`config.mk`:
```
export PLATFORM = sky130hd
export DESIGN_NAME = qra_fifo
export DESIGN_NICKNAME = d
export VERILOG_FILES = /design/src/sv/qra_pkg.sv /design/src/sv/qra_fifo.sv
export SDC_FILE = /design/constraint.sdc
export NUM_CORES = 1
export LEC_CHECK = 0
export ABC_AREA = 1
export ABC_CLOCK_PERIOD_IN_PS = 50300
export BUFFER_PORTS_ARGS = -buffer_cell sky130_fd_sc_hd__buf_2
export CORE_AREA = 2 2 266 268
export CTS_CLUSTER_DIAMETER = 30
export CTS_CLUSTER_SIZE = 8
export DETAILED_ROUTE_END_ITERATION = 6
export DIE_AREA = 0 0 268 270
export SLEW_MARGIN = 30
export SYNTH_ARGS = -nofsm -noshare
export SYNTH_HDL_FRONTEND = slang
export SYNTH_SLANG_ARGS = --single-unit
```
`constraint.sdc`:
```
create_clock -name i_clk -period 50.3 [get_ports i_clk]
set_input_delay 5.03 -clock i_clk [delete_from_list [all_inputs] [get_ports i_clk]]
set_output_delay 5.03 -clock i_clk [all_outputs]
set_load 0.03 [all_outputs]
```
`src/sv/qra_pkg.sv`:
```
`timescale 1ns / 1ps
// Package for the quaternion rotation accumulator.
// Widths, state codes, queue entry type and small helper functions.
// Depends on nothing.
package qra_pkg;

    localparam int ELEM_WIDTH   = 16;
    localparam int STORE_W      = (ELEM_WIDTH > 16) ? ELEM_WIDTH : 16;
    localparam int ANGLE_W      = 16;
    localparam int AXIS_W       = 16;
    localparam int OUT_W        = 16;
    localparam int ROW_W        = 2;

    localparam int CW           = 18;
    localparam int SC_W         = 17;
    localparam int STEP_W       = 4;
    localparam int CORDIC_LAST  = 14;
    localparam int Q_W          = 18;
    localparam int P_W          = 32;
    localparam int NUM_PROD     = 10;
    localparam int MUL_LAST     = 12;
    localparam int NUM_ELEM     = 9;
    localparam int T_W          = 33;
    localparam int N2_W         = 32;
    localparam int FRAC         = 14;
    localparam int QUO_W        = 17;
    localparam int D_W          = 48;
    localparam int REM_W        = N2_W + 2;
    localparam int BIT_W        = 5;
    localparam int RM_W         = 18;
    localparam int ACC_W        = RM_W + STORE_W + 2;

    localparam logic signed [CW-1:0]    CORDIC_X0 = CW'(9949);
    localparam logic signed [CW-1:0]    UNIT_POS  = CW'(16384);
    localparam logic signed [CW-1:0]    UNIT_NEG  = -CW'(16384);
    localparam logic signed [RM_W-1:0]  ONE_RM    = RM_W'(16384);
    localparam logic signed [ACC_W-1:0] ROUND_ACC = ACC_W'(8192);
    localparam logic signed [ACC_W-1:0] SAT_HI    =
        ACC_W'((longint'(1) <<< (ELEM_WIDTH - 1)) - longint'(1));
    localparam logic signed [ACC_W-1:0] SAT_LO    = -SAT_HI - ACC_W'(1);
    localparam logic [STORE_W-1:0]      ONE_ELEM  = STORE_W'(16384);

    typedef enum logic [2:0] {
        F_IDLE,
        F_CORDIC,
        F_SINCOS,
        F_MUL,
        F_PUSH
    } t_front_state;

    typedef enum logic [3:0] {
        B_IDLE,
        B_DIV_LD,
        B_DIV,
        B_DIV_WR,
        B_MUL_P,
        B_MUL_A,
        B_MUL_W,
        B_COMMIT,
        B_EMIT
    } t_back_state;

    typedef struct packed {
        logic [NUM_ELEM-1:0][T_W-1:0] t;
        logic [N2_W-1:0]              n2;
    } t_job;

    typedef struct packed {
        logic full;
        logic empty;
    } t_q_status;

    typedef logic [2:0][STORE_W-1:0] t_row;

    function automatic logic [14:0] atan_unit(input logic [STEP_W-1:0] i);
        logic [14:0] v;
        case (i)
            4'd0:    v = 15'd16384;
            4'd1:    v = 15'd9672;
            4'd2:    v = 15'd5110;
            4'd3:    v = 15'd2594;
            4'd4:    v = 15'd1302;
            4'd5:    v = 15'd652;
            4'd6:    v = 15'd326;
            4'd7:    v = 15'd163;
            4'd8:    v = 15'd81;
            4'd9:    v = 15'd41;
            4'd10:   v = 15'd20;
            4'd11:   v = 15'd10;
            4'd12:   v = 15'd5;
            4'd13:   v = 15'd3;
            4'd14:   v = 15'd1;
            default: v = 15'd0;
        endcase
        return v;
    endfunction

    function automatic logic signed [SC_W-1:0] clamp_unit(input logic signed [CW-1:0] v);
        logic signed [SC_W-1:0] r;
        if (v > UNIT_POS) begin
            r = SC_W'(16384);
        end else if (v < UNIT_NEG) begin
            r = -SC_W'(16384);
        end else begin
            r = v[SC_W-1:0];
        end
        return r;
    endfunction

endpackage

```
`src/sv/qra_fifo.sv`:
```
`timescale 1ns / 1ps
// Two-entry job queue between front and back end.
// Depends on qra_pkg.
module qra_fifo (
    input  logic                  i_clk,
    input  logic                  i_rst_n,
    input  logic                  i_push,
    input  qra_pkg::t_job         i_job,
    input  logic                  i_pop,
    output qra_pkg::t_job         o_job,
    output qra_pkg::t_q_status    o_status
);

    qra_pkg::t_job r_mem [2];
    logic          r_wp, r_rp;
    logic [1:0]    r_cnt;
    logic          c_wr, c_rd;

    assign o_status.full  = (r_cnt == 2'd2);
    assign o_status.empty = (r_cnt == 2'd0);
    assign c_wr  = i_push && !o_status.full;
    assign c_rd  = i_pop && !o_status.empty;
    assign o_job = r_mem[r_rp];

    always_ff @(posedge i_clk) begin
        if (!i_rst_n) begin
            r_wp  <= 1'b0;
            r_rp  <= 1'b0;
            r_cnt <= 2'd0;
        end else begin
            if (c_wr) r_wp <= ~r_wp;
            if (c_rd) r_rp <= ~r_rp;
            r_cnt <= r_cnt + {1'b0, c_wr} - {1'b0, c_rd};
        end
    end

    always_ff @(posedge i_clk) begin
        if (c_wr) r_mem[r_wp] <= i_job;
    end

endmodule

```
==> impl_metrics.toml <==
[status]
status = "finished, final reports clean"

[sta]
fin_ws_ns = 40.81
rsz0062_at_grt = "no"
final.min_clock_period_ns = 9.49
finalSetupTns_ns = 0
hold_viol = 0
fmax_mhz = 105
slew_violations = 0
slew_headroom_pct = 35.2
tightest_slew_ns = 0.971
finalSetupViolCount = 0
fin_crit_sh_pct = 18.9
skew_ns = 0.0185

[cts]
cts_tree = "built"
clock_latency_ns = 0.67
htreeDepth = 4
cts_made_buffers = 132
post_cts_buffers = 0
clock_sinks = 663
cts_buffer_depth = 3
ctsHoldBuffers = 0
clk_pin_slew_ns = 0.04
root_buffer = "clkbuf_16"
cts_resized = 0

[place]
place_congestion = 0.813
postPlaceCellArea_mm2 = 0.0295
pre_cts_ws_ns = 41.23
placedCellCount = 2640
dp_hpwl_um = 41100
port_buffers = 663

[layout]
final_area_mm2 = 0.0338
fillers = 5898
final_common_cell = "buf_2"
fin_cells = 2884
layout_common_cells = "buf_2 (663), edfxtp_1 (658), mux2_4 (303), clkbuf_16 (134), mux2_2 (26)"
syn_to_final_growth_pct = 32.5
drive_above_1_share_pct = 62.1
nNetsFinal = 2170

[power_and_ir_drop]
p_per_area_mw_per_mm2 = 61.3
p_leak_nw = 13.3
p_total_mw = 2.08
peakVddDrop_mv = 0.0400

[detailed_routing]
route.vias.total = 12907
avgViaCountPerCell = 4.48
antenna_left = 0
first_pass_iters = 6
drc = 0
wire_per_inst_um = 20.6
drt-initial-drc-count = 719
finalWirelength_um = 59300

[floorplanning]
num_rows = 97
die_area_mm2 = 0.0724
fp.dieH_um = 270
start_util_pct = 36.7
ios = 664
core_mm2 = 0.0695
die_x_um = 268

[synth]
yosysSeqAreaShare_pct = 77.7
syn_area_per_cell_um2 = 24.1
yosysWarnings = 0
yosysUniqueCellTypes = 14
ys_ff_latch = 663
netlist_area_mm2 = 0.0256
syn_inst = 1062
synth.net_count = 1397

[setup_path]
worstPathArrival_ns = 4.46
critPathSlowestCell = "buf_4"
cp-start-kind = "register"
cp_cell_sequence = "buf_4, buf_6, buf_4, mux2_4, buf_2"
critPathRequiredTime_ns = 45.27
crit_fanout = 53
critPathKind = "reg2out"
cp_common_cell = "buf_4"
rr_worst_depth = 6
crit_path_max_incr_delay_ns = 0.84
end_kind = "output pin"

[grt]
grt_pass1_wl_um = 84600
grt_overflow_total = 0
grt_pass1_vias = 13929
grt_start_max_net_pins = 165
track_usage_pct = 15.9
antenna_found_initial = 26

[min_path]
hold_depth = 2
hold_path_class = "reg2reg"

[job]
cap_violations = 0
[flip-flops by register name, summed over array words and instances, names as in the netlist, named ones only]
register  cells
r_cnt         2
r_mem       658
r_wp          1
r_rp          1
[through the flow]
stage               hold slack [ns]  utilization (%)
floorplan                     0.467                -
global placement              0.483             42.4
detailed placement            0.515             42.4
CTS                           0.550             48.5
global route                  0.567             48.7
finish                        0.536             48.7
[kinds of logic after synthesis]
logic type               after synthesis  share of synthesized area (%)
AO/OA/AOI/OAI                          2                         0.0392
adder cells (fa/ha/maj)                2                         0.0979
buffers and inverters                 46                           2.88
flip-flops                           663                           77.7
multiplexers                         329                           19.0
AND/OR/NAND/NOR                       20                          0.308
[cell usage after synthesis]
| library cell | count | area [um^2] |
|---|---|---|
| mux2_2 | 26 | 293 |
| mux2_4 | 303 | 4550 |
| buf_8 | 1 | 15.0 |
| buf_6 | 2 | 22.5 |
| nor2_1 | 8 | 30.0 |
| ha_1 | 2 | 25.0 |
| buf_12 | 33 | 661 |
| nand3_1 | 3 | 15.0 |
| a21oi_1 | 2 | 10.0 |
| edfxtp_1 | 658 | 19800 |
| dfxtp_1 | 5 | 100 |
| buf_2 | 1 | 5.00 |
| inv_1 | 9 | 33.8 |
| nand2_1 | 9 | 33.8 |
[routing by layer]
layer	GRT usage [%]	wire, um	part of all wire [%]	up-vias
li1	-	-	-	5840
met1	15.3	19800	33	6304
met2	27.7	30700	52	584
met3	8.28	6440	11	155
met4	8.00	2180	3.7	24
met5	0	161	0.27	-
[final cells by class]
cell class | count | area (um^2) | share of cell area, %
Antenna cell | 12 | 30.0 | 0.0887
Clock buffer | 158 | 3450 | 10.2
Clock inverter | 73 | 842 | 2.49
Inverter | 9 | 41.3 | 0.122
Multi-Input combinational cell | 353 | 4960 | 14.7
Sequential cell | 663 | 19900 | 58.7
Tap cell | 940 | 1180 | 3.48
Timing Repair Buffer | 676 | 3470 | 10.3
[power breakdown]
group | internal [mW] | switching, mW | total, mW
clock | 0.545 | 0.277 | 0.822
sequential | 0.704 | 0.0270 | 0.731
combinational | 0.197 | 0.326 | 0.522
[worst paths after layout]
path	from	to	slack, ns
worst max-delay path	register	o_job[184]	40.81
worst min-delay path	r_rp	r_rp	0.54
worst max register to register	r_cnt[0]	r_mem[1][219]	46.98
worst min register to register	r_rp	r_rp	0.54
[critical path: cells and delay by family, from the launching register on]
kind,cells,cell delay (ns)
buffers and inverters,4,2.43
flip-flops,1,0.78
multiplexers,1,0.37
Power figures use the tool's default switching activity.
