### src/sv/qra_pkg.sv
`timescale 1ns / 1ps
// Package for the quaternion rotation accumulator.
// Widths, state codes, queue entry type and small helper functions.
// Depends on nothing.
package qra_pkg;

    localparam int ELEM_WIDTH   = 16;
    localparam int STORE_W      = (ELEM_WIDTH > 16) ? ELEM_WIDTH : 16;
    localparam int ANGLE_W      = 16;
    localparam int AXIS_W       = 16;
    localparam int OUT_W        = 16;
    localparam int ROW_W        = 2;

    localparam int CW           = 18;
    localparam int SC_W         = 17;
    localparam int STEP_W       = 4;
    localparam int CORDIC_LAST  = 14;
    localparam int Q_W          = 18;
    localparam int P_W          = 32;
    localparam int NUM_PROD     = 10;
    localparam int MUL_LAST     = 12;
    localparam int NUM_ELEM     = 9;
    localparam int T_W          = 33;
    localparam int N2_W         = 32;
    localparam int FRAC         = 14;
    localparam int QUO_W        = 17;
    localparam int D_W          = 48;
    localparam int REM_W        = N2_W + 2;
    localparam int BIT_W        = 5;
    localparam int RM_W         = 18;
    localparam int ACC_W        = RM_W + STORE_W + 2;

    localparam logic signed [CW-1:0]    CORDIC_X0 = CW'(9949);
    localparam logic signed [CW-1:0]    UNIT_POS  = CW'(16384);
    localparam logic signed [CW-1:0]    UNIT_NEG  = -CW'(16384);
    localparam logic signed [RM_W-1:0]  ONE_RM    = RM_W'(16384);
    localparam logic signed [ACC_W-1:0] ROUND_ACC = ACC_W'(8192);
    localparam logic signed [ACC_W-1:0] SAT_HI    =
        ACC_W'((longint'(1) <<< (ELEM_WIDTH - 1)) - longint'(1));
    localparam logic signed [ACC_W-1:0] SAT_LO    = -SAT_HI - ACC_W'(1);
    localparam logic [STORE_W-1:0]      ONE_ELEM  = STORE_W'(16384);

    typedef enum logic [2:0] {
        F_IDLE,
        F_CORDIC,
        F_SINCOS,
        F_MUL,
        F_PUSH
    } t_front_state;

    typedef enum logic [3:0] {
        B_IDLE,
        B_DIV_LD,
        B_DIV,
        B_DIV_WR,
        B_MUL_P,
        B_MUL_A,
        B_MUL_W,
        B_COMMIT,
        B_EMIT
    } t_back_state;

    typedef struct packed {
        logic [NUM_ELEM-1:0][T_W-1:0] t;
        logic [N2_W-1:0]              n2;
    } t_job;

    typedef struct packed {
        logic full;
        logic empty;
    } t_q_status;

    typedef logic [2:0][STORE_W-1:0] t_row;

    function automatic logic [14:0] atan_unit(input logic [STEP_W-1:0] i);
        logic [14:0] v;
        case (i)
            4'd0:    v = 15'd16384;
            4'd1:    v = 15'd9672;
            4'd2:    v = 15'd5110;
            4'd3:    v = 15'd2594;
            4'd4:    v = 15'd1302;
            4'd5:    v = 15'd652;
            4'd6:    v = 15'd326;
            4'd7:    v = 15'd163;
            4'd8:    v = 15'd81;
            4'd9:    v = 15'd41;
            4'd10:   v = 15'd20;
            4'd11:   v = 15'd10;
            4'd12:   v = 15'd5;
            4'd13:   v = 15'd3;
            4'd14:   v = 15'd1;
            default: v = 15'd0;
        endcase
        return v;
    endfunction

    function automatic logic signed [SC_W-1:0] clamp_unit(input logic signed [CW-1:0] v);
        logic signed [SC_W-1:0] r;
        if (v > UNIT_POS) begin
            r = SC_W'(16384);
        end else if (v < UNIT_NEG) begin
            r = -SC_W'(16384);
        end else begin
            r = v[SC_W-1:0];
        end
        return r;
    endfunction

endpackage

### src/sv/qra_if.sv
`timescale 1ns / 1ps
// Channel interfaces: input item and output row, valid/ready handshake.
// Depends on qra_pkg.
interface qra_in_if;
    logic                                 valid;
    logic                                 ready;
    logic [qra_pkg::ANGLE_W-1:0]          angle;
    logic signed [qra_pkg::AXIS_W-1:0]    axis_x;
    logic signed [qra_pkg::AXIS_W-1:0]    axis_y;
    logic signed [qra_pkg::AXIS_W-1:0]    axis_z;

    modport source (output valid, angle, axis_x, axis_y, axis_z, input ready);
    modport sink   (input valid, angle, axis_x, axis_y, axis_z, output ready);
endinterface


### src/sv/qra_front.sv
`timescale 1ns / 1ps
// Front end: accepts a transaction, runs CORDIC sin/cos, forms the quaternion
// and its product terms, and pushes a job to the queue. Depends on qra_pkg, qra_if.
module qra_front (
    input  logic                   i_clk,
    input  logic                   i_rst_n,
    qra_in_if.sink                 i_in,
    output logic                   o_push,
    output qra_pkg::t_job          o_job,
    input  qra_pkg::t_q_status     i_status
);

    qra_pkg::t_front_state r_state, n_state;

    logic signed [qra_pkg::AXIS_W-1:0] r_ax, r_ay, r_az;
    logic                              r_swap;
    logic signed [qra_pkg::CW-1:0]     r_x, r_y, r_z;
    logic [qra_pkg::STEP_W-1:0]        r_step;
    logic signed [qra_pkg::SC_W-1:0]   r_s, r_qw;
    logic signed [qra_pkg::Q_W-1:0]    r_qx, r_qy, r_qz;
    logic signed [qra_pkg::P_W-1:0]    r_p [qra_pkg::NUM_PROD];
    logic [qra_pkg::STEP_W-1:0]        r_cnt;

    logic signed [qra_pkg::CW-1:0]     c_dx, c_dy, c_at;
    logic signed [qra_pkg::SC_W-1:0]   c_cx, c_cy;
    logic signed [qra_pkg::Q_W-1:0]    c_a, c_b;
    logic signed [2*qra_pkg::Q_W-1:0]  c_prod, c_shift;
    logic [qra_pkg::STEP_W-1:0]        c_pidx;
    logic signed [qra_pkg::T_W-1:0]    c_e [qra_pkg::NUM_PROD];
    logic                              c_accept;

    assign i_in.ready = (r_state == qra_pkg::F_IDLE);
    assign c_accept   = i_in.valid && i_in.ready;
    assign o_push     = (r_state == qra_pkg::F_PUSH);

    always_ff @(posedge i_clk) begin
        if (!i_rst_n) begin
            r_state <= qra_pkg::F_IDLE;
        end else begin
            r_state <= n_state;
        end
    end

    always_comb begin
        n_state = r_state;
        case (r_state)
            qra_pkg::F_IDLE: begin
                if (c_accept) n_state = qra_pkg::F_CORDIC;
            end
            qra_pkg::F_CORDIC: begin
                if (r_step == qra_pkg::STEP_W'(qra_pkg::CORDIC_LAST)) n_state = qra_pkg::F_SINCOS;
            end
            qra_pkg::F_SINCOS: n_state = qra_pkg::F_MUL;
            qra_pkg::F_MUL: begin
                if (r_cnt == qra_pkg::STEP_W'(qra_pkg::MUL_LAST)) n_state = qra_pkg::F_PUSH;
            end
            qra_pkg::F_PUSH: begin
                if (!i_status.full) n_state = qra_pkg::F_IDLE;
            end
            default: n_state = qra_pkg::F_IDLE;
        endcase
    end

    // CORDIC rotation step
    assign c_dx = r_y >>> r_step;
    assign c_dy = r_x >>> r_step;
    assign c_at = signed'(qra_pkg::CW'(qra_pkg::atan_unit(r_step)));
    assign c_cx = qra_pkg::clamp_unit(r_x);
    assign c_cy = qra_pkg::clamp_unit(r_y);

    // shared multiplier: axis scaling, then the ten quaternion products
    always_comb begin
        case (r_cnt)
            4'd0:    begin c_a = qra_pkg::Q_W'(r_ax); c_b = qra_pkg::Q_W'(r_s);  end
            4'd1:    begin c_a = qra_pkg::Q_W'(r_ay); c_b = qra_pkg::Q_W'(r_s);  end
            4'd2:    begin c_a = qra_pkg::Q_W'(r_az); c_b = qra_pkg::Q_W'(r_s);  end
            4'd3:    begin c_a = r_qx;                c_b = r_qx;                end
            4'd4:    begin c_a = r_qy;                c_b = r_qy;                end
            4'd5:    begin c_a = r_qz;                c_b = r_qz;                end
            4'd6:    begin c_a = qra_pkg::Q_W'(r_qw); c_b = qra_pkg::Q_W'(r_qw); end
            4'd7:    begin c_a = r_qx;                c_b = r_qy;                end
            4'd8:    begin c_a = r_qx;                c_b = r_qz;                end
            4'd9:    begin c_a = r_qy;                c_b = r_qz;                end
            4'd10:   begin c_a = r_qx;                c_b = qra_pkg::Q_W'(r_qw); end
            4'd11:   begin c_a = r_qy;                c_b = qra_pkg::Q_W'(r_qw); end
            4'd12:   begin c_a = r_qz;                c_b = qra_pkg::Q_W'(r_qw); end
            default: begin c_a = '0;                  c_b = '0;                  end
        endcase
    end

    assign c_prod  = c_a * c_b;
    assign c_shift = c_prod >>> qra_pkg::FRAC;
    assign c_pidx  = r_cnt - 4'd3;

    always_ff @(posedge i_clk) begin
        case (r_state)
            qra_pkg::F_IDLE: begin
                if (c_accept) begin
                    r_ax   <= i_in.axis_x;
                    r_ay   <= i_in.axis_y;
                    r_az   <= i_in.axis_z;
                    r_swap <= i_in.angle[qra_pkg::ANGLE_W-1];
                    r_x    <= qra_pkg::CORDIC_X0;
                    r_y    <= '0;
                    r_z    <= signed'(qra_pkg::CW'(i_in.angle[qra_pkg::ANGLE_W-2:0]));
                    r_step <= '0;
                end
            end
            qra_pkg::F_CORDIC: begin
                if (!r_z[qra_pkg::CW-1]) begin
                    r_x <= r_x - c_dx;
                    r_y <= r_y + c_dy;
                    r_z <= r_z - c_at;
                end else begin
                    r_x <= r_x + c_dx;
                    r_y <= r_y - c_dy;
                    r_z <= r_z + c_at;
                end
                r_step <= r_step + 4'd1;
            end
            qra_pkg::F_SINCOS: begin
                r_s   <= r_swap ? c_cx : c_cy;
                r_qw  <= r_swap ? -c_cy : c_cx;
                r_cnt <= '0;
            end
            qra_pkg::F_MUL: begin
                case (r_cnt)
                    4'd0:    r_qx <= c_shift[qra_pkg::Q_W-1:0];
                    4'd1:    r_qy <= c_shift[qra_pkg::Q_W-1:0];
                    4'd2:    r_qz <= c_shift[qra_pkg::Q_W-1:0];
                    default: r_p[c_pidx] <= c_prod[qra_pkg::P_W-1:0];
                endcase
                r_cnt <= r_cnt + 4'd1;
            end
            default: begin
            end
        endcase
    end

    // p: xx yy zz ww xy xz yz xw yw zw
    always_comb begin
        for (int k = 0; k < qra_pkg::NUM_PROD; k++) begin
            c_e[k] = qra_pkg::T_W'(r_p[k]);
        end
        o_job.t[0] = c_e[1] + c_e[2];
        o_job.t[1] = c_e[4] + c_e[9];
        o_job.t[2] = c_e[5] - c_e[8];
        o_job.t[3] = c_e[4] - c_e[9];
        o_job.t[4] = c_e[0] + c_e[2];
        o_job.t[5] = c_e[6] + c_e[7];
        o_job.t[6] = c_e[5] + c_e[8];
        o_job.t[7] = c_e[6] - c_e[7];
        o_job.t[8] = c_e[0] + c_e[1];
        o_job.n2   = r_p[0][qra_pkg::N2_W-1:0] + r_p[1][qra_pkg::N2_W-1:0]
                   + r_p[2][qra_pkg::N2_W-1:0] + r_p[3][qra_pkg::N2_W-1:0];
    end

endmodule

### src/flat_wrapper.sv
// flat-port wrapper written by rule: the top's interface ports become plain ports
module qra_front_flat 
  (i_clk, i_rst_n, o_push, o_job, i_status, i_in_valid, i_in_angle, i_in_axis_x, i_in_axis_y, i_in_axis_z, i_in_ready);
  qra_in_if i_in_i ();
  input  logic i_clk;
  input  logic i_rst_n;
  output logic o_push;
  output qra_pkg::t_job o_job;
  input  qra_pkg::t_q_status i_status;
  input wire logic [$bits(i_in_i.valid)-1:0] i_in_valid;
  input wire logic [$bits(i_in_i.angle)-1:0] i_in_angle;
  input wire logic [$bits(i_in_i.axis_x)-1:0] i_in_axis_x;
  input wire logic [$bits(i_in_i.axis_y)-1:0] i_in_axis_y;
  input wire logic [$bits(i_in_i.axis_z)-1:0] i_in_axis_z;
  output wire logic [$bits(i_in_i.ready)-1:0] i_in_ready;
  assign i_in_i.valid = i_in_valid;
  assign i_in_i.angle = i_in_angle;
  assign i_in_i.axis_x = i_in_axis_x;
  assign i_in_i.axis_y = i_in_axis_y;
  assign i_in_i.axis_z = i_in_axis_z;
  assign i_in_ready = i_in_i.ready;
  qra_front u_core (.i_clk(i_clk), .i_rst_n(i_rst_n), .i_in(i_in_i), .o_push(o_push), .o_job(o_job), .i_status(i_status));
endmodule
### config.mk
export PLATFORM = sky130hd
export DESIGN_NAME = qra_front_flat
export DESIGN_NICKNAME = d
export VERILOG_FILES = /design/src/sv/qra_pkg.sv /design/src/sv/qra_if.sv /design/src/sv/qra_front.sv /design/src/flat_wrapper.sv
export SDC_FILE = /design/constraint.sdc
export NUM_CORES = 2
export LEC_CHECK = 0
export ABC_CLOCK_PERIOD_IN_PS = 10000
export BUFFER_PORTS_ARGS = -buffer_cell sky130_fd_sc_hd__buf_2
export CAP_MARGIN = 20
export CORE_ASPECT_RATIO = 0.75
export CORE_UTILIZATION = 55
export CTS_BUF_LIST = sky130_fd_sc_hd__clkbuf_16
export CTS_CLUSTER_SIZE = 28
export DETAILED_ROUTE_END_ITERATION = 10
export PLACE_DENSITY = 0.74
export SLEW_MARGIN = 5
export SYNTH_ARGS = -nofsm -noshare
export SYNTH_HDL_FRONTEND = slang
export SYNTH_SLANG_ARGS = --single-unit
### constraint.sdc
create_clock -name i_clk -period 10 [get_ports i_clk]
set_input_delay 2.5 -clock i_clk [delete_from_list [all_inputs] [get_ports i_clk]]
set_output_delay 2.5 -clock i_clk [all_outputs]
set_load 0.1 [all_outputs]
==> results_dict.tcl <==
set metrics [dict create \
    outcome "complete, no violations" \
    setup_violations 0 \
    clock.fmax_mhz 105 \
    syn-mean-instance-area_um2 9.84 \
    ys_ff_latch 537 \
    clk_pin_slew_ns 0.06 \
    drv_slew 0 \
    cts_sinks 537 \
    die_area_um2 94400 \
    first_global_vias 39047 \
    synth_top_cell_by_area "edfxtp_1" \
    cts_tree "done" \
    wl_per_cell_um 21.7 \
    syn-instance-count 5208 \
    ys_top_cells_by_area "edfxtp_1, fa_1, ha_1" \
    wl_um 149000 \
    netlist.area_leader.share_pct 30.4 \
    postCtsSetupBuffers 0 \
    viasPerCell 5.94 \
    grt_overflow 0 \
    seq_area_um2 15900 \
    yosysWarnings 0 \
    finalClockSkew_ns 0.0247 \
    die_w_um 354 \
    grt_pass1_wl_um 226000 \
    slew_headroom_pct 20.1 \
    wl_met3_um 16700 \
    port_buffers 398 \
    cp-end-kind "register" \
    cts-root-buf "clkbuf_16" \
    worstPathRequired_ns 10.44 \
    fill_cells 7638 \
    worst_slew_pin_slew_ns 1.20 \
    path_max_fanout 16 \
    drtPass1Iterations 10 \
    crit_type "reg2reg" \
    layout-drive-gt1-share_pct 12.8 \
    rsz0062_at_grt "false" \
    gp_congestion 0.970 \
    grt_usage_pct 31.1 \
    drtIter0Drc 4628 \
    h-tree-depth 2 \
    vias 40621 \
    highest_layer "met4" \
    min_period_ns 9.52 \
    m1WireLength_um 62700 \
    synthesis.area_um2 51200 \
    hp-class "reg2reg" \
    cts.repair.resized 0 \
    clock_latency_ns 0.64 \
    initial_core_util_pct 55.8 \
    ys_seq_area_share_pct 31.1 \
    die_h_um 266 \
    numCtsBuffers 58 \
    ys.flop_type "edfxtp_1" \
    met2_length_um 64200 \
    drv_cap 0 \
    antenna_found_initial 1 \
    yosysUniqueCellTypes 102 \
    r2r_slack_ns 0.48 \
    synth_fp_nets 6123 \
    cts_buffer_depth 3 \
    grt_max_degree 59 \
    async_flop_share_pct 0 \
    rows 96 \
    finalSetupTns_ns 0 \
    cts_hold_repair.buffers 0 \
    core_area_um2 91900 \
    diodes 0 \
    final_antenna_net_count 0 \
    area_growth_pct 11.2 \
    synth_edf_count 519 \
    finalHoldViolCount 0 \
    dp_hpwl_um 117000 \
    post-route-period-util_pct 95.2 \
    worstPathArrival_ns 9.96 \
    finish.net_count 6476 \
    crit_path_start_kind "register" \
    drc 0 \
    io_pins 400 \
    multi_input_area_um2 32300 \
]
## per-layer routing
layer  track usage (%)  vias to the layer above
met4              9.51                        0
met1              43.3                    19655
li1                  -                    18763
met5                 0                        -
met2              47.3                     1927
met3              8.58                      276
## stage by stage
stage               cell area (um^2)  hold slack (ns)  worst slack (ns)  utilization, %  cells
detailed placement             54900            0.627             0.831            59.7   6722
floorplan                      51200            0.579              1.78               -   5208
global placement               54800            0.608             0.954            59.7   6719
finish                         57000            0.641             0.478            62.0   6833
global route                   57000            0.688            0.0808            62.0   6833
CTS                            56900            0.649             0.801            61.9   6829
## cells in the final DEF (no fill, tap or decap), drive strengths merged, types with 178 or more instances in the layout
master / netlist / routed
a21oi: 334 / 334
buf: 33 / 490
edfxtp: 519 / 519
fa: 370 / 370
ha: 476 / 476
inv: 652 / 657
nand2: 400 / 400
nor2: 465 / 465
o21ai: 178 / 178
xnor2: 303 / 303
## layout make-up
class	instances	area share, %
inverters	654	4.31
multi-input cells	3820	56.6
clock buffers	59	2.59
repair buffers	490	4.87
clock inverters	48	0.946
well taps	1225	2.69
flip-flops and latches	537	28.0
## final timing paths
check,to,from,cells after the start
setup / recovery,u_core.r_p[8][31],u_core.r_cnt[2],27
hold / removal,u_core.r_z[0],u_core.r_z[0],3
setup reg to reg,u_core.r_p[8][31],u_core.r_cnt[2],27
hold reg to reg,u_core.r_z[0],u_core.r_z[0],3
## registers in the layout (all words and copies together), names as in the netlist, 17 cells and up
signal and flops:
u_core.r_p 320, u_core.r_x 18, u_core.r_qw 17, u_core.r_s 17, u_core.r_qy 18, u_core.r_qz 18, u_core.r_y 18, u_core.r_z 18
u_core.r_qx 18
## cells in the mapped netlist, drive strengths merged (72+ instances only)
master	count
nand2	400
xor2	122
edfxtp	519
a21oi	334
nand3	86
inv	652
nor2	465
a21o	93
nor3	72
ha	476
o21ai	178
xnor2	303
fa	370
clkbuf	164
## cell families (layout without fill, tap and decap cells)
kind of cell	count (synthesis)	after routing	synth area share [%]
xor+xnor	425	425	7.28
simple gates	1360	1360	12.2
fa+ha+maj	846	846	26.1
flops	537	537	31.1
compound gates	1110	1110	14.4
buf+inv	851	1251	6.36
mux	79	79	2.50
## critical path, cell delays in order (launching register included)
cell	delay, ns
edfxtp_1	0.66
nor2_1	0.22
and2_1	0.46
a22o_1	0.29
a221oi_1	0.83
and3_1	0.55
nor2_1	0.13
fa_1	0.57
inv_1	0.05
fa_1	0.46
fa_1	0.51
inv_1	0.06
fa_1	0.50
fa_1	0.50
inv_1	0.05
fa_1	0.47
inv_1	0.04
ha_1	0.36
a21o_1	0.21
a21oi_1	0.25
o211ai_1	0.14
nand2_1	0.15
o21ai_0	0.22
a41oi_1	0.58
a21oi_1	0.23
a31oi_1	0.35
xnor2_2	0.19
buf_4	0.30
Power is not shown: default switching activity piles up to over one toggle a cycle in this logic, so the estimate is an artifact.
