## src/sv/qra_pkg.sv

```systemverilog
`timescale 1ns / 1ps
// Package for the quaternion rotation accumulator.
// Widths, state codes, queue entry type and small helper functions.
// Depends on nothing.
package qra_pkg;

    localparam int ELEM_WIDTH   = 16;
    localparam int STORE_W      = (ELEM_WIDTH > 16) ? ELEM_WIDTH : 16;
    localparam int ANGLE_W      = 16;
    localparam int AXIS_W       = 16;
    localparam int OUT_W        = 16;
    localparam int ROW_W        = 2;

    localparam int CW           = 18;
    localparam int SC_W         = 17;
    localparam int STEP_W       = 4;
    localparam int CORDIC_LAST  = 14;
    localparam int Q_W          = 18;
    localparam int P_W          = 32;
    localparam int NUM_PROD     = 10;
    localparam int MUL_LAST     = 12;
    localparam int NUM_ELEM     = 9;
    localparam int T_W          = 33;
    localparam int N2_W         = 32;
    localparam int FRAC         = 14;
    localparam int QUO_W        = 17;
    localparam int D_W          = 48;
    localparam int REM_W        = N2_W + 2;
    localparam int BIT_W        = 5;
    localparam int RM_W         = 18;
    localparam int ACC_W        = RM_W + STORE_W + 2;

    localparam logic signed [CW-1:0]    CORDIC_X0 = CW'(9949);
    localparam logic signed [CW-1:0]    UNIT_POS  = CW'(16384);
    localparam logic signed [CW-1:0]    UNIT_NEG  = -CW'(16384);
    localparam logic signed [RM_W-1:0]  ONE_RM    = RM_W'(16384);
    localparam logic signed [ACC_W-1:0] ROUND_ACC = ACC_W'(8192);
    localparam logic signed [ACC_W-1:0] SAT_HI    =
        ACC_W'((longint'(1) <<< (ELEM_WIDTH - 1)) - longint'(1));
    localparam logic signed [ACC_W-1:0] SAT_LO    = -SAT_HI - ACC_W'(1);
    localparam logic [STORE_W-1:0]      ONE_ELEM  = STORE_W'(16384);

    typedef enum logic [2:0] {
        F_IDLE,
        F_CORDIC,
        F_SINCOS,
        F_MUL,
        F_PUSH
    } t_front_state;

    typedef enum logic [3:0] {
        B_IDLE,
        B_DIV_LD,
        B_DIV,
        B_DIV_WR,
        B_MUL_P,
        B_MUL_A,
        B_MUL_W,
        B_COMMIT,
        B_EMIT
    } t_back_state;

    typedef struct packed {
        logic [NUM_ELEM-1:0][T_W-1:0] t;
        logic [N2_W-1:0]              n2;
    } t_job;

    typedef struct packed {
        logic full;
        logic empty;
    } t_q_status;

    typedef logic [2:0][STORE_W-1:0] t_row;

    function automatic logic [14:0] atan_unit(input logic [STEP_W-1:0] i);
        logic [14:0] v;
        case (i)
            4'd0:    v = 15'd16384;
            4'd1:    v = 15'd9672;
            4'd2:    v = 15'd5110;
            4'd3:    v = 15'd2594;
            4'd4:    v = 15'd1302;
            4'd5:    v = 15'd652;
            4'd6:    v = 15'd326;
            4'd7:    v = 15'd163;
            4'd8:    v = 15'd81;
            4'd9:    v = 15'd41;
            4'd10:   v = 15'd20;
            4'd11:   v = 15'd10;
            4'd12:   v = 15'd5;
            4'd13:   v = 15'd3;
            4'd14:   v = 15'd1;
            default: v = 15'd0;
        endcase
        return v;
    endfunction

    function automatic logic signed [SC_W-1:0] clamp_unit(input logic signed [CW-1:0] v);
        logic signed [SC_W-1:0] r;
        if (v > UNIT_POS) begin
            r = SC_W'(16384);
        end else if (v < UNIT_NEG) begin
            r = -SC_W'(16384);
        end else begin
            r = v[SC_W-1:0];
        end
        return r;
    endfunction

endpackage

```

## src/sv/qra_if.sv

```systemverilog


interface qra_out_if;
    logic                                 valid;
    logic                                 ready;
    logic [qra_pkg::ROW_W-1:0]            row_index;
    logic signed [qra_pkg::OUT_W-1:0]     col0;
    logic signed [qra_pkg::OUT_W-1:0]     col1;
    logic signed [qra_pkg::OUT_W-1:0]     col2;
    logic                                 last_row;

    modport source (output valid, row_index, col0, col1, col2, last_row, input ready);
    modport sink   (input valid, row_index, col0, col1, col2, last_row, output ready);
endinterface

```

## src/sv/qra_back.sv

```systemverilog
`timescale 1ns / 1ps
// Back end: bit-serial rounding divider builds R, sequential 3x3 multiply
// R*S with saturation, and row output register. Depends on qra_pkg, qra_if.
module qra_back (
    input  logic                  i_clk,
    input  logic                  i_rst_n,
    input  qra_pkg::t_job         i_job,
    input  qra_pkg::t_q_status    i_status,
    output logic                  o_pop,
    qra_out_if.source             o_out
);

    qra_pkg::t_back_state r_state, n_state;

    logic signed [qra_pkg::T_W-1:0]           r_t [qra_pkg::NUM_ELEM];
    logic [qra_pkg::N2_W-1:0]                 r_n2;
    logic [3:0]                               r_k;
    logic [qra_pkg::REM_W-1:0]                r_rem;
    logic [qra_pkg::QUO_W-1:0]                r_dlo, r_quo;
    logic [qra_pkg::BIT_W-1:0]                r_bit;
    logic                                     r_neg;
    logic signed [qra_pkg::RM_W-1:0]          r_rm [qra_pkg::NUM_ELEM];
    qra_pkg::t_row                            r_s [3];
    qra_pkg::t_row                            r_nm [3];
    logic [1:0]                               r_i, r_j, r_kk, r_row;
    logic signed [qra_pkg::RM_W+qra_pkg::STORE_W-1:0] r_prod;
    logic signed [qra_pkg::ACC_W-1:0]         r_acc;

    logic                                     r_ovalid;
    logic [qra_pkg::ROW_W-1:0]                r_orow;
    logic [qra_pkg::OUT_W-1:0]                r_oc0, r_oc1, r_oc2;
    logic                                     r_olast;

    logic signed [qra_pkg::T_W-1:0]           c_tk;
    logic [qra_pkg::T_W-1:0]                  c_mag;
    logic [qra_pkg::D_W-1:0]                  c_d;
    logic [qra_pkg::REM_W-1:0]                c_trial;
    logic                                     c_ge;
    logic signed [qra_pkg::RM_W-1:0]          c_v, c_rmv;
    logic [3:0]                               c_ridx;
    logic signed [qra_pkg::RM_W-1:0]          c_rm_sel;
    logic signed [qra_pkg::STORE_W-1:0]       c_s_sel;
    logic signed [qra_pkg::ACC_W-1:0]         c_pext, c_acc_base, c_rnd;
    logic [qra_pkg::STORE_W-1:0]              c_sat;
    logic                                     c_load;

    assign o_pop  = (r_state == qra_pkg::B_IDLE) && !i_status.empty;
    assign c_load = (r_state == qra_pkg::B_EMIT) && (!r_ovalid || o_out.ready);

    assign o_out.valid     = r_ovalid;
    assign o_out.row_index = r_orow;
    assign o_out.col0      = r_oc0;
    assign o_out.col1      = r_oc1;
    assign o_out.col2      = r_oc2;
    assign o_out.last_row  = r_olast;

    always_ff @(posedge i_clk) begin
        if (!i_rst_n) begin
            r_state <= qra_pkg::B_IDLE;
        end else begin
            r_state <= n_state;
        end
    end

    always_comb begin
        n_state = r_state;
        case (r_state)
            qra_pkg::B_IDLE: begin
                if (!i_status.empty) begin
                    n_state = (i_job.n2 == '0) ? qra_pkg::B_EMIT : qra_pkg::B_DIV_LD;
                end
            end
            qra_pkg::B_DIV_LD: n_state = qra_pkg::B_DIV;
            qra_pkg::B_DIV: begin
                if (r_bit == '0) n_state = qra_pkg::B_DIV_WR;
            end
            qra_pkg::B_DIV_WR: begin
                n_state = (r_k == 4'd8) ? qra_pkg::B_MUL_P : qra_pkg::B_DIV_LD;
            end
            qra_pkg::B_MUL_P: n_state = qra_pkg::B_MUL_A;
            qra_pkg::B_MUL_A: begin
                n_state = (r_kk == 2'd2) ? qra_pkg::B_MUL_W : qra_pkg::B_MUL_P;
            end
            qra_pkg::B_MUL_W: begin
                n_state = (r_i == 2'd2 && r_j == 2'd2) ? qra_pkg::B_COMMIT : qra_pkg::B_MUL_P;
            end
            qra_pkg::B_COMMIT: n_state = qra_pkg::B_EMIT;
            qra_pkg::B_EMIT: begin
                if (c_load && r_row == 2'd2) n_state = qra_pkg::B_IDLE;
            end
            default: n_state = qra_pkg::B_IDLE;
        endcase
    end

    // divider: q = (|t|*32768 + n2/2) / n2, quotient fits 17 bits
    assign c_tk    = r_t[r_k];
    assign c_mag   = c_tk[qra_pkg::T_W-1] ? -c_tk : c_tk;
    assign c_d     = qra_pkg::D_W'({c_mag[qra_pkg::T_W-2:0], 15'b0})
                   + qra_pkg::D_W'(r_n2 >> 1);
    assign c_trial = {r_rem[qra_pkg::REM_W-2:0], r_dlo[qra_pkg::QUO_W-1]};
    assign c_ge    = (c_trial >= qra_pkg::REM_W'(r_n2));
    assign c_v     = r_neg ? -signed'(qra_pkg::RM_W'(r_quo)) : signed'(qra_pkg::RM_W'(r_quo));
    assign c_rmv   = (r_k == 4'd0 || r_k == 4'd4 || r_k == 4'd8) ? (qra_pkg::ONE_RM - c_v) : c_v;

    // multiply-accumulate over k
    assign c_ridx     = 4'(r_i) * 4'd3 + 4'(r_kk);
    assign c_rm_sel   = r_rm[c_ridx];
    assign c_s_sel    = signed'(r_s[r_kk][r_j]);
    assign c_pext     = qra_pkg::ACC_W'(r_prod);
    assign c_acc_base = (r_kk == 2'd0) ? '0 : r_acc;
    assign c_rnd      = (r_acc + qra_pkg::ROUND_ACC) >>> qra_pkg::FRAC;

    always_comb begin
        if (c_rnd > qra_pkg::SAT_HI) begin
            c_sat = qra_pkg::SAT_HI[qra_pkg::STORE_W-1:0];
        end else if (c_rnd < qra_pkg::SAT_LO) begin
            c_sat = qra_pkg::SAT_LO[qra_pkg::STORE_W-1:0];
        end else begin
            c_sat = c_rnd[qra_pkg::STORE_W-1:0];
        end
    end

    always_ff @(posedge i_clk) begin
        case (r_state)
            qra_pkg::B_IDLE: begin
                if (!i_status.empty) begin
                    for (int k = 0; k < qra_pkg::NUM_ELEM; k++) begin
                        r_t[k] <= signed'(i_job.t[k]);
                    end
                    r_n2  <= i_job.n2;
                    r_k   <= '0;
                    r_row <= '0;
                end
            end
            qra_pkg::B_DIV_LD: begin
                r_neg <= c_tk[qra_pkg::T_W-1];
                r_rem <= qra_pkg::REM_W'(c_d[qra_pkg::D_W-1:qra_pkg::QUO_W]);
                r_dlo <= c_d[qra_pkg::QUO_W-1:0];
                r_quo <= '0;
                r_bit <= qra_pkg::BIT_W'(qra_pkg::QUO_W - 1);
            end
            qra_pkg::B_DIV: begin
                r_rem <= c_ge ? (c_trial - qra_pkg::REM_W'(r_n2)) : c_trial;
                r_dlo <= {r_dlo[qra_pkg::QUO_W-2:0], 1'b0};
                r_quo <= {r_quo[qra_pkg::QUO_W-2:0], c_ge};
                r_bit <= r_bit - qra_pkg::BIT_W'(1);
            end
            qra_pkg::B_DIV_WR: begin
                r_rm[r_k] <= c_rmv;
                r_k       <= r_k + 4'd1;
                r_i       <= '0;
                r_j       <= '0;
                r_kk      <= '0;
            end
            qra_pkg::B_MUL_P: begin
                r_prod <= c_rm_sel * c_s_sel;
            end
            qra_pkg::B_MUL_A: begin
                r_acc <= c_acc_base + c_pext;
                if (r_kk != 2'd2) r_kk <= r_kk + 2'd1;
            end
            qra_pkg::B_MUL_W: begin
                r_nm[r_i][r_j] <= c_sat;
                r_kk           <= '0;
                if (r_j == 2'd2) begin
                    r_j <= '0;
                    r_i <= r_i + 2'd1;
                end else begin
                    r_j <= r_j + 2'd1;
                end
            end
            qra_pkg::B_COMMIT: begin
                r_row <= '0;
            end
            qra_pkg::B_EMIT: begin
                if (c_load) r_row <= r_row + 2'd1;
            end
            default: begin
            end
        endcase
    end

    // accumulated matrix
    always_ff @(posedge i_clk) begin
        if (!i_rst_n) begin
            for (int r = 0; r < 3; r++) begin
                for (int c = 0; c < 3; c++) begin
                    r_s[r][c] <= (r == c) ? qra_pkg::ONE_ELEM : '0;
                end
            end
        end else if (r_state == qra_pkg::B_COMMIT) begin
            for (int r = 0; r < 3; r++) begin
                r_s[r] <= r_nm[r];
            end
        end
    end

    // output register
    always_ff @(posedge i_clk) begin
        if (!i_rst_n) begin
            r_ovalid <= 1'b0;
        end else if (c_load) begin
            r_ovalid <= 1'b1;
        end else if (o_out.ready) begin
            r_ovalid <= 1'b0;
        end
    end

    always_ff @(posedge i_clk) begin
        if (c_load) begin
            r_orow  <= r_row;
            r_oc0   <= r_s[r_row][0][qra_pkg::OUT_W-1:0];
            r_oc1   <= r_s[r_row][1][qra_pkg::OUT_W-1:0];
            r_oc2   <= r_s[r_row][2][qra_pkg::OUT_W-1:0];
            r_olast <= (r_row == 2'd2);
        end
    end

endmodule

```

## src/flat_wrapper.sv

```systemverilog
// flat-port wrapper written by rule: the top's interface ports become plain ports
module qra_back_flat 
  (i_clk, i_rst_n, i_job, i_status, o_pop, o_out_valid, o_out_row_index, o_out_col0, o_out_col1, o_out_col2, o_out_last_row, o_out_ready);
  qra_out_if o_out_i ();
  input  logic i_clk;
  input  logic i_rst_n;
  input  qra_pkg::t_job i_job;
  input  qra_pkg::t_q_status i_status;
  output logic o_pop;
  output wire logic [$bits(o_out_i.valid)-1:0] o_out_valid;
  output wire logic [$bits(o_out_i.row_index)-1:0] o_out_row_index;
  output wire logic [$bits(o_out_i.col0)-1:0] o_out_col0;
  output wire logic [$bits(o_out_i.col1)-1:0] o_out_col1;
  output wire logic [$bits(o_out_i.col2)-1:0] o_out_col2;
  output wire logic [$bits(o_out_i.last_row)-1:0] o_out_last_row;
  input wire logic [$bits(o_out_i.ready)-1:0] o_out_ready;
  assign o_out_valid = o_out_i.valid;
  assign o_out_row_index = o_out_i.row_index;
  assign o_out_col0 = o_out_i.col0;
  assign o_out_col1 = o_out_i.col1;
  assign o_out_col2 = o_out_i.col2;
  assign o_out_last_row = o_out_i.last_row;
  assign o_out_i.ready = o_out_ready;
  qra_back u_core (.i_clk(i_clk), .i_rst_n(i_rst_n), .i_job(i_job), .i_status(i_status), .o_pop(o_pop), .o_out(o_out_i));
endmodule
```

## config.mk

```make
export PLATFORM = sky130hd
export DESIGN_NAME = qra_back_flat
export DESIGN_NICKNAME = d
export VERILOG_FILES = /design/src/sv/qra_pkg.sv /design/src/sv/qra_if.sv /design/src/sv/qra_back.sv /design/src/flat_wrapper.sv
export SDC_FILE = /design/constraint.sdc
export NUM_CORES = 2
export LEC_CHECK = 0
export BUFFER_PORTS_ARGS = -buffer_cell sky130_fd_sc_hd__buf_2
export CORE_UTILIZATION = 49
export CTS_BUF_LIST = sky130_fd_sc_hd__clkbuf_16
export CTS_CLUSTER_SIZE = 20
export DETAILED_ROUTE_END_ITERATION = 12
export MAX_ROUTING_LAYER = met4
export PLACE_DENSITY = 0.64
export SLEW_MARGIN = 20
export SYNTH_ARGS = -nofsm -noshare
export SYNTH_HDL_FRONTEND = slang
export SYNTH_SLANG_ARGS = --single-unit
export TNS_END_PERCENT = 10
```

## constraint.sdc

```tcl
create_clock -name i_clk -period 22.6 [get_ports i_clk]
set_input_delay 1.13 -clock i_clk [delete_from_list [all_inputs] [get_ports i_clk]]
set_output_delay 1.13 -clock i_clk [all_outputs]
set_load 0.02 [all_outputs]
```

==> flow_summary.json <==
{
  "status": "completed",
  "synth_area_leaders": "edfxtp_1, fa_1, ha_1, inv_1, mux4_2",
  "setup_viol": 0,
  "hold_viol": 0,
  "drc_errors": 0,
  "clk_latency_ns": 0.73,
  "grt_first_pass_wirelength_um": 207600,
  "ys.flop_type": "edfxtp_1",
  "post-place-ws_ns": 13.19,
  "synth.distinct_cells": 96,
  "final_nets": 5699,
  "ant_nets": 0,
  "grt_pass1_vias": 35590,
  "rrSetupSlack_ns": 13.13,
  "rsz0062_at_grt": "no",
  "cts-hold-fix-buffers": 0,
  "max-slew-margin-rel": 0.2356,
  "syn_area_sq_um": 56450,
  "synthArstFlopShare": 0,
  "seq_area_frac_synth": 0.5279,
  "min_period_ns": 9.474,
  "slowest_stage": "a21oi_1",
  "synth_enable_flop_cells": 985,
  "min-delay-path-class": "reg -> reg",
  "die_h_um": 341.4,
  "fin_hold_ws_ns": 0.5044,
  "final_common_cell": "edfxtp_1",
  "layout_setup_ws_ns": 13.13,
  "cp.required_ns": 23.06,
  "clock_path_buffers": 3,
  "antenna_found_initial": 14,
  "fin_crit_sh": 0.4192,
  "synth_warnings": 0,
  "setup_tns_ns": 0,
  "cts_max_level": 3,
  "cap_violations": 0,
  "via_per_inst": 5.464,
  "drive_gt1_frac": 0.1598,
  "drt-pass1-iter-count": 7,
  "synth.avg_cell_area_sq_um": 12.59,
  "cp_slowest_stage_delay_ns": 0.89,
  "tightestPinTransition_ns": 1.139,
  "path_delay_family": "adder cells",
  "numCtsBuffers": 105,
  "yosysTopAreaCell": "edfxtp_1",
  "vias": 35490,
  "portBuffers": 385,
  "critPathKind": "reg -> reg",
  "finalWirelength_um": 135900,
  "grt_overflow": 0,
  "syn-num-nets": 5301,
  "io_pins": 387,
  "hpwl_um": 98770,
  "cts-root-buf": "clkbuf_16",
  "fmaxAchievable_ghz": 0.1056,
  "die_w_um": 341.4,
  "grt_start_max_net_pins": 142,
  "end_kind": "flop",
  "ys_ff_latch": 996,
  "first_iter_violations": 2673,
  "routedWlPerCell_um": 20.92,
  "cts_resized": 0,
  "path_max_fanout": 18,
  "final_cell_mix": "edfxtp_1, inv_1, buf_2",
  "post_cts_buffers": 0,
  "clock_skew_ns": 0.03396,
  "gp_congestion": 0.8951,
  "arrival_ns": 9.94,
  "core_sq_um": 114300,
  "yosysTopAreaCellShare": 0.5240,
  "clkTransAtPathRegs_ns": 0.06,
  "dieArea_sq_um": 116600,
  "cts_sinks": 996,
  "syn_inst": 4484,
  "syn_to_final_growth_pct": 12.93,
  "num_rows": 124,
  "grtUsageTotal": 0.2420,
  "slew_violations": 0,
  "start_kind": "flop",
  "critPathBufInv": 9,
  "start_util": 0.4936,
  "cts_tree": "built"
}
==> metrics by stage <==
step,instances,utilization,instance area (sq um)
after detailed placement,6286,0.5270,60250
after global placement,6284,0.5265,60200
after floorplan,4484,-,56450
after CTS,6479,0.5568,63670
final,6494,0.5575,63740
after global routing,6492,0.5574,63740
==> logic make-up (layout without fill, tap and decap cells) <==
kind of cell / count (synthesis) / count (layout) / share of synthesized area
and+or+nand+nor: 1184 / 1184 / 0.1031
DFF: 996 / 996 / 0.5279
AOI/OAI and AO/OA: 691 / 691 / 0.07820
buffers and inverters: 647 / 1131 / 0.04469
adders and majority gates: 483 / 483 / 0.1463
muxes: 284 / 284 / 0.06865
xor gates and xnor gates: 199 / 199 / 0.03114
other: 0 / 14 / 0
==> worst reg2reg max path: cells and delay by family (launching register included) <==
kind | cells | cell delay, ns
adders and majority gates | 10 | 4.49
xor gates and xnor gates | 1 | 0.09
and+or+nand+nor | 2 | 0.26
AOI/OAI and AO/OA | 9 | 2.84
muxes | 1 | 0.17
buffers and inverters | 9 | 0.91
DFF | 1 | 0.45
==> cells in the mapped netlist (all sizes together) (42+ instances only) <==
master,number
a21o,56
a21oi,171
and2,172
and3,45
buf,47
clkbuf,129
edfxtp,985
fa,295
ha,188
inv,471
mux2,42
mux2i,167
mux4,75
nand2,371
nand2b,49
nand3,46
nor2,286
nor2b,75
o21ai,197
xnor2,139
xor2,60
==> final timing paths <==
| kind | startpoint | to | cells past startpoint |
|---|---|---|---|
| hold reg to reg | u_core.r_nm[0][36] | u_core.r_s[0][36] | 1 |
| setup reg to reg | u_core.r_i[0] | u_core.r_prod[33] | 32 |
| setup / recovery | u_core.r_i[0] | u_core.r_prod[33] | 32 |
| hold / removal | u_core.r_nm[0][36] | u_core.r_s[0][36] | 1 |
==> sequential cells by signal (all words and copies together), names as in the netlist, 4 cells and up, named ones only <==
name	cells
u_core.r_t	297
u_core.r_rm	162
u_core.r_nm	144
u_core.r_s	144
u_core.r_acc	36
u_core.r_prod	34
u_core.r_rem	33
u_core.r_n2	32
u_core.r_dlo	17
u_core.r_quo	17
u_core.o_out.col0	16
u_core.o_out.col1	16
u_core.o_out.col2	16
u_core.r_bit	5
u_core.r_k	4
u_core.r_state	4
==> routing by layer <==
| metal | share of wire | track usage | wire length [um] | up-vias |
|---|---|---|---|---|
| li1 | - | - | - | 16670 |
| met5 | 0 | - | 0 | - |
| met3 | 0.065 | 0.04267 | 8886 | 189 |
| met2 | 0.49 | 0.4038 | 67230 | 1136 |
| met1 | 0.41 | 0.3043 | 56170 | 17490 |
| met4 | 0.026 | 0.06521 | 3573 | 0 |
==> area by class of cell <==
type	count	area, sq um
fillers	9487	50600
flip-flops and latches	996	29810
multi-input cells	2841	24230
clock buffers	105	2628
repair buffers	467	2597
well taps	1512	1892
inverters	471	1768
clock inverters	88	788.3
diodes	14	35.03
Power is left out: the tool's default activity adds up to more than one toggle a clock period on the data nets, which glitch-free logic cannot reach.
